[src/qpru_pkg.sv]
// types, constants and arithmetic helpers of the quaternion unit
`default_nettype none
package qpru_pkg;

  localparam int CW    = 16;          // component width
  localparam int FB    = 14;          // fraction bits
  localparam int PW    = 2 * CW;      // product width
  localparam int SUMW  = PW + 1;      // sum of four squares
  localparam int NW    = PW + 2;      // even-padded radicand
  localparam int SQST  = NW / 2;      // root digits
  localparam int LW    = SQST;        // root width
  localparam int REMW  = CW + 4;      // root remainder
  localparam int NUMW  = CW + 1 + FB; // dividend width
  localparam int DVST  = CW;          // quotient bits

  localparam logic [1:0] FUNC_PROD = 2'd0;
  localparam logic [1:0] FUNC_NORM = 2'd1;
  localparam logic [1:0] FUNC_ROT  = 2'd2;

  typedef struct packed {
    logic [1:0]           func;
    logic signed [CW-1:0] a_x;
    logic signed [CW-1:0] a_y;
    logic signed [CW-1:0] a_z;
    logic signed [CW-1:0] a_w;
    logic signed [CW-1:0] b_x;
    logic signed [CW-1:0] b_y;
    logic signed [CW-1:0] b_z;
    logic signed [CW-1:0] b_w;
  } in_item_t;

  typedef struct packed {
    logic signed [CW-1:0] r_x;
    logic signed [CW-1:0] r_y;
    logic signed [CW-1:0] r_z;
    logic signed [CW-1:0] r_w;
    logic                 zero_length;
  } out_item_t;

  typedef struct packed {
    logic prod;
    logic norm;
    logic rot;
  } cls_t;

  // front to back: head of the request queue
  typedef struct packed {
    logic     valid;
    cls_t     cls;
    in_item_t item;
  } fb_t;

  // data that rides along the root and divide stages
  typedef struct packed {
    cls_t                 cls;
    logic [2:0][CW-1:0]   rot;
    logic [3:0][CW-1:0]   t;
  } side_t;

  localparam logic signed [PW+1:0] RND = (PW + 2)'(1 << (FB - 1));

  function automatic logic signed [CW-1:0] sat(input logic signed [PW+1:0] v);
    logic [PW+2-CW:0] hi;
    hi = v[PW+1:CW-1];
    if ((&hi) || !(|hi)) begin
      return v[CW-1:0];
    end else if (v[PW+1]) begin
      return {1'b1, {(CW-1){1'b0}}};
    end else begin
      return {1'b0, {(CW-1){1'b1}}};
    end
  endfunction

  function automatic logic signed [CW-1:0] round4(input logic signed [PW-1:0] t0,
                                                   input logic signed [PW-1:0] t1,
                                                   input logic signed [PW-1:0] t2,
                                                   input logic signed [PW-1:0] t3);
    logic signed [PW+1:0] s;
    s = (PW + 2)'(t0) + (PW + 2)'(t1) + (PW + 2)'(t2) + (PW + 2)'(t3) + RND;
    return sat(s >>> FB);
  endfunction

endpackage
`default_nettype wire

[src/qpru_outq.sv]
// two-entry result queue
`default_nettype none
module qpru_outq import qpru_pkg::*; (
  input  wire logic      clk,
  input  wire logic      rst_n,
  input  wire logic      push,
  input  wire out_item_t data,
  output logic           full,
  output logic           empty,
  input  wire logic      pop,
  output out_item_t      head
);

  out_item_t  mem_r [2];
  logic       wr_ptr_r, wr_ptr_nxt;
  logic       rd_ptr_r, rd_ptr_nxt;
  logic [1:0] cnt_r, cnt_nxt;
  logic       wr_en, rd_en;

  assign full  = (cnt_r == 2'd2);
  assign empty = (cnt_r == 2'd0);
  assign wr_en = push && !full;
  assign rd_en = pop && !empty;

  always_comb begin
    wr_ptr_nxt = wr_en ? !wr_ptr_r : wr_ptr_r;
    rd_ptr_nxt = rd_en ? !rd_ptr_r : rd_ptr_r;
    cnt_nxt    = 2'(cnt_r + {1'b0, wr_en} - {1'b0, rd_en});
  end

  always_ff @(posedge clk) begin
    if (!rst_n) begin
      wr_ptr_r <= 1'b0;
      rd_ptr_r <= 1'b0;
      cnt_r    <= 2'd0;
    end else begin
      wr_ptr_r <= wr_ptr_nxt;
      rd_ptr_r <= rd_ptr_nxt;
      cnt_r    <= cnt_nxt;
    end
  end

  always_ff @(posedge clk) begin
    if (wr_en) begin
      mem_r[wr_ptr_r] <= data;
    end
  end

  assign head = mem_r[rd_ptr_r];

endmodule
`default_nettype wire

[config.mk]
export PLATFORM = sky130hd
export DESIGN_NAME = qpru_outq
export DESIGN_NICKNAME = d
export VERILOG_FILES = /design/src/qpru_pkg.sv /design/src/qpru_outq.sv
export SDC_FILE = /design/constraint.sdc
export NUM_CORES = 1
export LEC_CHECK = 0
export BUFFER_PORTS_ARGS = -buffer_cell sky130_fd_sc_hd__buf_2
export CAP_MARGIN = 10
export CELL_PAD_IN_SITES_DETAIL_PLACEMENT = 1
export CELL_PAD_IN_SITES_GLOBAL_PLACEMENT = 1
export CORE_MARGIN = 10
export CORE_UTILIZATION = 35
export CTS_CLUSTER_SIZE = 28
export DETAILED_ROUTE_END_ITERATION = 12
export GPL_TIMING_DRIVEN = 0
export PLACE_DENSITY_LB_ADDON = 0.1
export SYNTH_ARGS = -nofsm -noshare
export SYNTH_HDL_FRONTEND = slang
export SYNTH_SLANG_ARGS = --single-unit
[constraint.sdc]
create_clock -name clk -period 8.98 [get_ports clk]
set_clock_uncertainty 0.05 [all_clocks]
set_input_delay 1.347 -clock clk [delete_from_list [all_inputs] [get_ports clk]]
set_output_delay 1.347 -clock clk [all_outputs]
set_load 0.03 [all_outputs]
==> metrics <==
PortBufs approximately 140; Post-DP HPWL 7.54 mm; Slew Limit Fails 0; die area between 15000 and 20000 sq um; Slew HR 0.476; critical path's slowest cell dfxtp_1; final std cell area, no fill slightly below 7000 sq um; vias per cell 4.43; hold_buf cts 0; Pre-Repair DR Iteration Count 4; Nets around 460; Final min period just over 3 ns; clk sinks 135; layout cells sized above 1 0.594; highest routed layer met4; first-pass GRT wire length around 16 mm; Clk Latency, worst-skew pair roughly 0.4 ns; critical path arrival about 1.6 ns; Num CTS Buffers 17; WL/cell 18.0 um; CP required between 7 and 8 ns; met2 routed WL between 5 and 6 mm; Fmax 0.330 GHz; cells along the critical path buf_6 > buf_6 > mux2_4 > buf_2; Top cell by count, worst path buf_6; TritonCTS clock tree built; synth warn 0; Post-DRT Antenna Nets 0; Placement Cell Area just over 6000 sq um; root buffer cell clkbuf_16; post-synthesis sequential area ratio 0.780; Ports between 100 and 150; largest net degree at the start of global routing between 40 and 50; Yosys reg bits ~140; syn_nets 300; gpl congestion roughly 0.64; via count 2584; met1 WL ~4.0 mm; met3 wire length 853 um; Synth cell types 18; chip height between 100 and 150 um; Cell Rows 44; initial antenna violation count 0; drt total wl roughly 10 mm; final worst path period share 0.338; status completed; TNS Setup 0 ns; max-cap violation count 0; cells after synthesis between 200 and 250; CP max FO 10; worst-margin pin slew a little under 0.8 ns; RSZ-0062 raised after global routing no; Worst VDD drop 0.000140 V; Die X around 140 um; Iteration-0 DRC Markers about 100; Pleak 2.66 nW; CTS Buffer Depth 2; synthesized area per cell ~22 sq um; Power, Total between 2 and 2.5 mW; CP Capture Type primary output; core area 14400 sq um; gr usage total 0.107; Area Overhead vs Synth 31.4%; PwrDens approximately 340 nW/um^2; filler instances around 1400; DRC violations left 0; pre-CTS setup slack around 5.9 ns; post-CTS setup buffer count 0; Setup Viol. Count Final 0; Clk pin slew, worst setup/hold paths about 0.05 ns; Worst path max stage delay 0.33 ns; setup ws final just under 6 ns; critical path class flip-flop to primary output; final hold vios 0; H-Tree Depth 4; Ant. Diodes 0; # resized after CTS 0; vias in the first global route ~3000; Initial Util 0.356; HP Class flip-flop to flip-flop; Mapped Area slightly above 5000 sq um; GR Overflow Total 0; Startpoint Class flip-flop
## final timing paths
| path | start | endpoint | slack [ns] | cells past startpoint |
|---|---|---|---|---|
| setup / recovery | flip-flop | head[37] | 5.95 | 4 |
| hold reg to reg | rd_ptr_r | flip-flop | 0.47 | 2 |
| hold / removal | rd_ptr_r | flip-flop | 0.47 | 2 |
| setup reg to reg | cnt_r[0] | mem_r[0][40] | 6.79 | 5 |
## registers in the layout, indices dropped and copies added, names as in the netlist, named ones only
name	count
mem_r	130
wr_ptr_r	1
cnt_r	2
rd_ptr_r	1
## area by class of cell
| class | instances | area, sq um | share of cell area |
|---|---|---|---|
| inverter | 3 | 11.3 | 0.00167 |
| multi-input combinational | 84 | 1050 | 0.156 |
| timing repair buffer | 138 | 751 | 0.111 |
| tap | 184 | 230 | 0.0341 |
| buffer | 7 | 72.6 | 0.0108 |
| clock inverter | 11 | 179 | 0.0265 |
| clock buffer | 21 | 440 | 0.0653 |
| sequential | 135 | 4000 | 0.594 |
## cells by family (layout without fill, tap and decap cells)
group	count (synthesis)	in the layout	synth area share
simple gates	13	13	0.0122
mux	66	66	0.181
compound gates	1	1	0.00146
flops	135	135	0.780
buf+inv	10	180	0.0163
xor+xnor	2	2	0.00342
fa+ha+maj	2	2	0.00488
## per-stage QoR
step                cells  hold WS, ns   util
global route          583        0.500  0.467
floorplan             229        0.405      -
finish                583        0.469  0.467
global placement      548        0.419  0.418
CTS                   583        0.474  0.467
detailed placement    551        0.460  0.425
## per-layer routing
metal  vias to the layer above  track usage
met5                         -            0
met4                         0       0.0522
met3                        15       0.0467
met2                        86        0.179
met1                      1272        0.114
li1                       1211            -
## synthesized netlist by cell type
master / instances / share of area
o21a_1: 1 / 0.0015
mux2i_1: 1 / 0.0020
inv_1: 3 / 0.0022
and3_1: 1 / 0.0012
ha_1: 2 / 0.0049
buf_2: 1 / 0.00097
mux2_2: 15 / 0.033
nor2_1: 5 / 0.0037
nor3_1: 1 / 0.00097
and2_1: 2 / 0.0024
xor2_1: 1 / 0.0017
dfxtp_1: 5 / 0.020
nand2_1: 2 / 0.0015
xnor2_1: 1 / 0.0017
mux2_4: 50 / 0.15
buf_6: 6 / 0.013
nand2b_1: 2 / 0.0024
edfxtp_1: 130 / 0.76
## worst max-delay path: cells and delay by family (launching register included)
kind                   cells  cell delay (ns)
multiplexers               1             0.32
flip-flops                 1             0.33
buffers and inverters      3             0.57
## cells in the final DEF (no fill, tap or decap), drive strengths merged
| cell type | synthesis | routed |
|---|---|---|
| dfxtp | 5 | 5 |
| xor2 | 1 | 1 |
| inv | 3 | 3 |
| nand2 | 2 | 2 |
| nor3 | 1 | 1 |
| mux2 | 65 | 65 |
| xnor2 | 1 | 1 |
| clkbuf | 0 | 21 |
| buf | 7 | 145 |
| nor2 | 5 | 5 |
| clkinvlp | 0 | 1 |
| mux2i | 1 | 1 |
| clkinv | 0 | 5 |
| bufinv | 0 | 5 |
| and3 | 1 | 1 |
| nand2b | 2 | 2 |
| edfxtp | 130 | 130 |
| o21a | 1 | 1 |
| ha | 2 | 2 |
| and2 | 2 | 2 |
## report_power, final
part / switching (mW) / total, mW / internal, mW
clock: 0.239 / 0.728 / 0.488
combinational: 0.448 / 0.739 / 0.291
sequential: 0.0269 / 0.839 / 0.812
total: 0.714 / 2.31 / 1.59
No activity file was read; power rests on OpenSTA's default activity.
