<file path="src/qpru_pkg.sv">
// types, constants and arithmetic helpers of the quaternion unit
`default_nettype none
package qpru_pkg;

  localparam int CW    = 16;          // component width
  localparam int FB    = 14;          // fraction bits
  localparam int PW    = 2 * CW;      // product width
  localparam int SUMW  = PW + 1;      // sum of four squares
  localparam int NW    = PW + 2;      // even-padded radicand
  localparam int SQST  = NW / 2;      // root digits
  localparam int LW    = SQST;        // root width
  localparam int REMW  = CW + 4;      // root remainder
  localparam int NUMW  = CW + 1 + FB; // dividend width
  localparam int DVST  = CW;          // quotient bits

  localparam logic [1:0] FUNC_PROD = 2'd0;
  localparam logic [1:0] FUNC_NORM = 2'd1;
  localparam logic [1:0] FUNC_ROT  = 2'd2;

  typedef struct packed {
    logic [1:0]           func;
    logic signed [CW-1:0] a_x;
    logic signed [CW-1:0] a_y;
    logic signed [CW-1:0] a_z;
    logic signed [CW-1:0] a_w;
    logic signed [CW-1:0] b_x;
    logic signed [CW-1:0] b_y;
    logic signed [CW-1:0] b_z;
    logic signed [CW-1:0] b_w;
  } in_item_t;

  typedef struct packed {
    logic signed [CW-1:0] r_x;
    logic signed [CW-1:0] r_y;
    logic signed [CW-1:0] r_z;
    logic signed [CW-1:0] r_w;
    logic                 zero_length;
  } out_item_t;

  typedef struct packed {
    logic prod;
    logic norm;
    logic rot;
  } cls_t;

  // front to back: head of the request queue
  typedef struct packed {
    logic     valid;
    cls_t     cls;
    in_item_t item;
  } fb_t;

  // data that rides along the root and divide stages
  typedef struct packed {
    cls_t                 cls;
    logic [2:0][CW-1:0]   rot;
    logic [3:0][CW-1:0]   t;
  } side_t;

  localparam logic signed [PW+1:0] RND = (PW + 2)'(1 << (FB - 1));

  function automatic logic signed [CW-1:0] sat(input logic signed [PW+1:0] v);
    logic [PW+2-CW:0] hi;
    hi = v[PW+1:CW-1];
    if ((&hi) || !(|hi)) begin
      return v[CW-1:0];
    end else if (v[PW+1]) begin
      return {1'b1, {(CW-1){1'b0}}};
    end else begin
      return {1'b0, {(CW-1){1'b1}}};
    end
  endfunction

  function automatic logic signed [CW-1:0] round4(input logic signed [PW-1:0] t0,
                                                   input logic signed [PW-1:0] t1,
                                                   input logic signed [PW-1:0] t2,
                                                   input logic signed [PW-1:0] t3);
    logic signed [PW+1:0] s;
    s = (PW + 2)'(t0) + (PW + 2)'(t1) + (PW + 2)'(t2) + (PW + 2)'(t3) + RND;
    return sat(s >>> FB);
  endfunction

endpackage
`default_nettype wire

</file>
<file path="src/qpru_front.sv">
// front: request queue that classifies each item by its function code
`default_nettype none
module qpru_front import qpru_pkg::*; (
  input  wire logic     clk,
  input  wire logic     rst_n,
  input  wire logic     in_push,
  input  wire in_item_t in_item,
  output logic          in_full,
  input  wire logic     take,
  output fb_t           fb
);

  in_item_t   item_r [2];
  cls_t       cls_r  [2];
  logic       wr_ptr_r, wr_ptr_nxt;
  logic       rd_ptr_r, rd_ptr_nxt;
  logic [1:0] cnt_r, cnt_nxt;
  cls_t       cls_in;
  logic       wr_en, rd_en;

  always_comb begin
    cls_in = '0;
    unique case (in_item.func)
      FUNC_PROD: cls_in.prod = 1'b1;
      FUNC_NORM: cls_in.norm = 1'b1;
      FUNC_ROT:  cls_in.rot  = 1'b1;
      default:   cls_in = '0;
    endcase
  end

  assign in_full = (cnt_r == 2'd2);
  assign wr_en   = in_push && !in_full;
  assign rd_en   = take && (cnt_r != 2'd0);

  always_comb begin
    wr_ptr_nxt = wr_en ? !wr_ptr_r : wr_ptr_r;
    rd_ptr_nxt = rd_en ? !rd_ptr_r : rd_ptr_r;
    cnt_nxt    = 2'(cnt_r + {1'b0, wr_en} - {1'b0, rd_en});
  end

  always_ff @(posedge clk) begin
    if (!rst_n) begin
      wr_ptr_r <= 1'b0;
      rd_ptr_r <= 1'b0;
      cnt_r    <= 2'd0;
    end else begin
      wr_ptr_r <= wr_ptr_nxt;
      rd_ptr_r <= rd_ptr_nxt;
      cnt_r    <= cnt_nxt;
    end
  end

  always_ff @(posedge clk) begin
    if (wr_en) begin
      item_r[wr_ptr_r] <= in_item;
      cls_r[wr_ptr_r]  <= cls_in;
    end
  end

  assign fb.valid = (cnt_r != 2'd0);
  assign fb.cls   = cls_r[rd_ptr_r];
  assign fb.item  = item_r[rd_ptr_r];

endmodule
`default_nettype wire

</file>
<file path="config.mk">
export PLATFORM = sky130hd
export DESIGN_NAME = qpru_front
export DESIGN_NICKNAME = d
export VERILOG_FILES = /design/src/qpru_pkg.sv /design/src/qpru_front.sv
export SDC_FILE = /design/constraint.sdc
export NUM_CORES = 1
export LEC_CHECK = 0
export BUFFER_PORTS_ARGS = -buffer_cell sky130_fd_sc_hd__clkbuf_2
export CELL_PAD_IN_SITES_DETAIL_PLACEMENT = 2
export CELL_PAD_IN_SITES_GLOBAL_PLACEMENT = 2
export CORE_UTILIZATION = 42
export CTS_CLUSTER_DIAMETER = 100
export DETAILED_ROUTE_END_ITERATION = 6
export PLACE_DENSITY = 0.95
export SYNTH_ARGS = -nofsm -noshare
export SYNTH_HDL_FRONTEND = slang
export SYNTH_SLANG_ARGS = --single-unit
</file>
<file path="constraint.sdc">
create_clock -name clk -period 14.8 [get_ports clk]
set_clock_uncertainty 0.05 [all_clocks]
set_input_delay 2.96 -clock clk [delete_from_list [all_inputs] [get_ports clk]]
set_output_delay 2.96 -clock clk [all_outputs]
set_load 0.01 [all_outputs]
</file>
==> results.ini <==
[status]
outcome=complete, no violations

[clocking]
clk_latency_ps=530
cts_buffers=29
clk_pin_slew_worst_paths_ps=60
clockBufferDepth=3
clock-sinks=271
post_cts_resized=0
post_cts_buffers=0
cts_tree=built
root_buffer=clkbuf_16
cts_htree_levels=1
hold_buffers=0

[synth]
synth-seq-cells=271
synth_area_leaders=edfxtp_1 (79%), mux2_4 (10%), mux2_2 (7.0%)
synth.distinct_cells=19
async_reset_ff_frac=0
synth_nets=579
yosys.area.top_type=edfxtp_1
syn_inst=443
ys_warn_count=0
yosys_most_used_dff=edfxtp_1
synth_edf_count=266
synth.avg_cell_area_um2=22.9
synthDominantCellAreaShare=0.789
synthTopCellsByCount=edfxtp_1 (266), mux2_4 (70), mux2_2 (63)
netlist_area_mm2=0.0101
yosysSeqAreaShare=0.798
synth_most_common_cell=edfxtp_1

[layout]
ff_latch_area_mm2=0.00809
multiInputGateArea_mm2=0.00191
stdcell_count=1073
antennaDiodeCount=0
area_growth_pct=25.0
fill_cells=2122
fin_nets=867
drive_gt1_frac=0.595

[placed_design]
gp_congestion=0.743
io_buffers=268
post-dp-hpwl_mm=17.2
placedCellCount=1019

[floorplan]
num_rows=56
initial_core_util=0.430
die_h_um=157
die_x_um=157
core_mm2=0.0235
io_pins=269
fp.dieArea_mm2=0.0247

[hold_path]
whs_endpoint=rd_ptr_r$_SDFFE_PN0P_
whs_path_depth=2
hp-class=register to register
worstHoldStart=rd_ptr_r$_SDFFE_PN0P_

[routing]
drtIter0Drc=168
routed_wl_mm=24.6
drtPass1Iterations=4
route.detailed.drc=0
num_vias=5137
avgViaCountPerCell=4.79
wl_per_cell_um=22.9
postRouteAntennaNets=0

[worst_setup_path]
critPathLaunchType=register
worstReg2RegEnd=item_r[0][46]$_DFFE_PP_
cp.arrival_ps=3220
rrSetupSlack_ps=11850
cp_max_fo=72
critPathCaptureType=output port
ff2ff_path_depth=5
r2r-start=cnt_r[0]$_SDFF_PN0_
cp.required_ps=11790
crit_type=register to output port

[power]
vdd_drop_max_v=0.000125
cellPowerDensity_mw_per_mm2=173
p_leak_nw=4.92
p_total_mw=2.20

[sta]
slew_headroom=0.258
tns_ps=0
finalSetupViolCount=0
timing.fmax_mhz=160
period_share=0.421
rsz0062_at_grt=false
tightestPinTransition_ps=1110
period_minus_slack_ps=6230
hold_viol_final=0
slew_viol_final=0

[grt]
grt_max_degree=73
antenna_found_initial=1
grt_pass1_wl_mm=34.9
grt_pass1_vias=5904
gr-total-overflow=0
grt_util_all_layers=0.195

[run]
drv_cap=0

[area by class of cell]
class / count / share of cell area
Sequential cell: 271 / 0.639
Inverter: 3 / 0.000890
Clock inverter: 9 / 0.00366
Clock buffer: 45 / 0.0652
Timing Repair Buffer: 272 / 0.108
Tap cell: 319 / 0.0315
Multi-Input combinational cell: 154 / 0.151
[layout by cell type (no fill, tap or decap)]
master,netlist,final
mux2_4,70,70
clkinv_2,0,6
mux2i_1,1,1
nor2b_1,2,2
dfxtp_1,5,4
clkbuf_16,0,29
nand2_1,2,2
inv_6,0,1
clkinv_1,0,2
mux2_2,63,63
xnor2_1,2,2
edfxtp_1,266,266
inv_1,3,3
and2_1,1,1
clkbuf_2,0,268
and3_4,0,1
nor2_4,0,1
dfxtp_4,0,1
clkbuf_1,0,12
clkbuf_8,0,4
nor2_1,5,4
or2_2,1,1
nand2b_1,2,2
o21a_1,1,1
ha_1,2,2
xor2_1,1,1
buf_4,0,4
[critical path, stage by stage (launching register included)]
cell      delay, ps
dfxtp_4        1030
buf_4           940
mux2_2          430
clkbuf_2        140
[layer usage]
layer / up-vias / GRT usage / share of wire
met3: 33 / 0.0460 / 0.067
met1: 2575 / 0.199 / 0.35
li1: 2330 / - / -
met4: 0 / 0.0522 / 0.016
met2: 199 / 0.389 / 0.57
met5: - / 0 / 0
[kinds of logic (layout without fill, tap and decap cells)]
| family | count (synthesis) | after routing | synth area share |
|---|---|---|---|
| AOI/OAI and AO/OA | 1 | 1 | 0.000741 |
| buffers and inverters | 18 | 329 | 0.0141 |
| xor gates and xnor gates | 3 | 3 | 0.00259 |
| muxes | 134 | 134 | 0.175 |
| DFF | 271 | 271 | 0.798 |
| adders and majority gates | 2 | 2 | 0.00247 |
| and+or+nand+nor | 14 | 14 | 0.00692 |
[registers in the layout (all words and copies together) (netlist names), named ones only]
register,cells
item_r,260
cls_r,6
cnt_r,2
rd_ptr_r,1
wr_ptr_r,1
[worst max-delay path by stage]
stage                  start                    end  cells past startpoint
global route        register                 fb[44]                      3
detailed placement  register                 fb[17]                      3
global placement    register                 fb[32]                      3
floorplan            in_push  cls_r[0][0]$_DFFE_PP_                      2
CTS                 register                 fb[17]                      3
finish              register                 fb[50]                      3
[metrics by stage]
stage | util | setup WS, ps | cell area [um2] | hold WS, ps
2_1_floorplan | - | 5540 | 10100 | 405
4_1_cts | 0.538 | 8470 | 12700 | 474
3_3_place_gp | 0.501 | 9060 | 11800 | 441
5_1_grt | 0.538 | 8360 | 12700 | 522
3_5_place_dp | 0.501 | 9030 | 11800 | 459
6_report | 0.538 | 8570 | 12700 | 463
[report_power, final]
| part | leakage, nW | internal [mW] | switching (mW) |
|---|---|---|---|
| combinational | 1.96 | 0.249 | 0.255 |
| sequential | 2.53 | 0.967 | 0.0599 |
| clock | 0.431 | 0.382 | 0.281 |
Power figures use the tool's default switching activity.
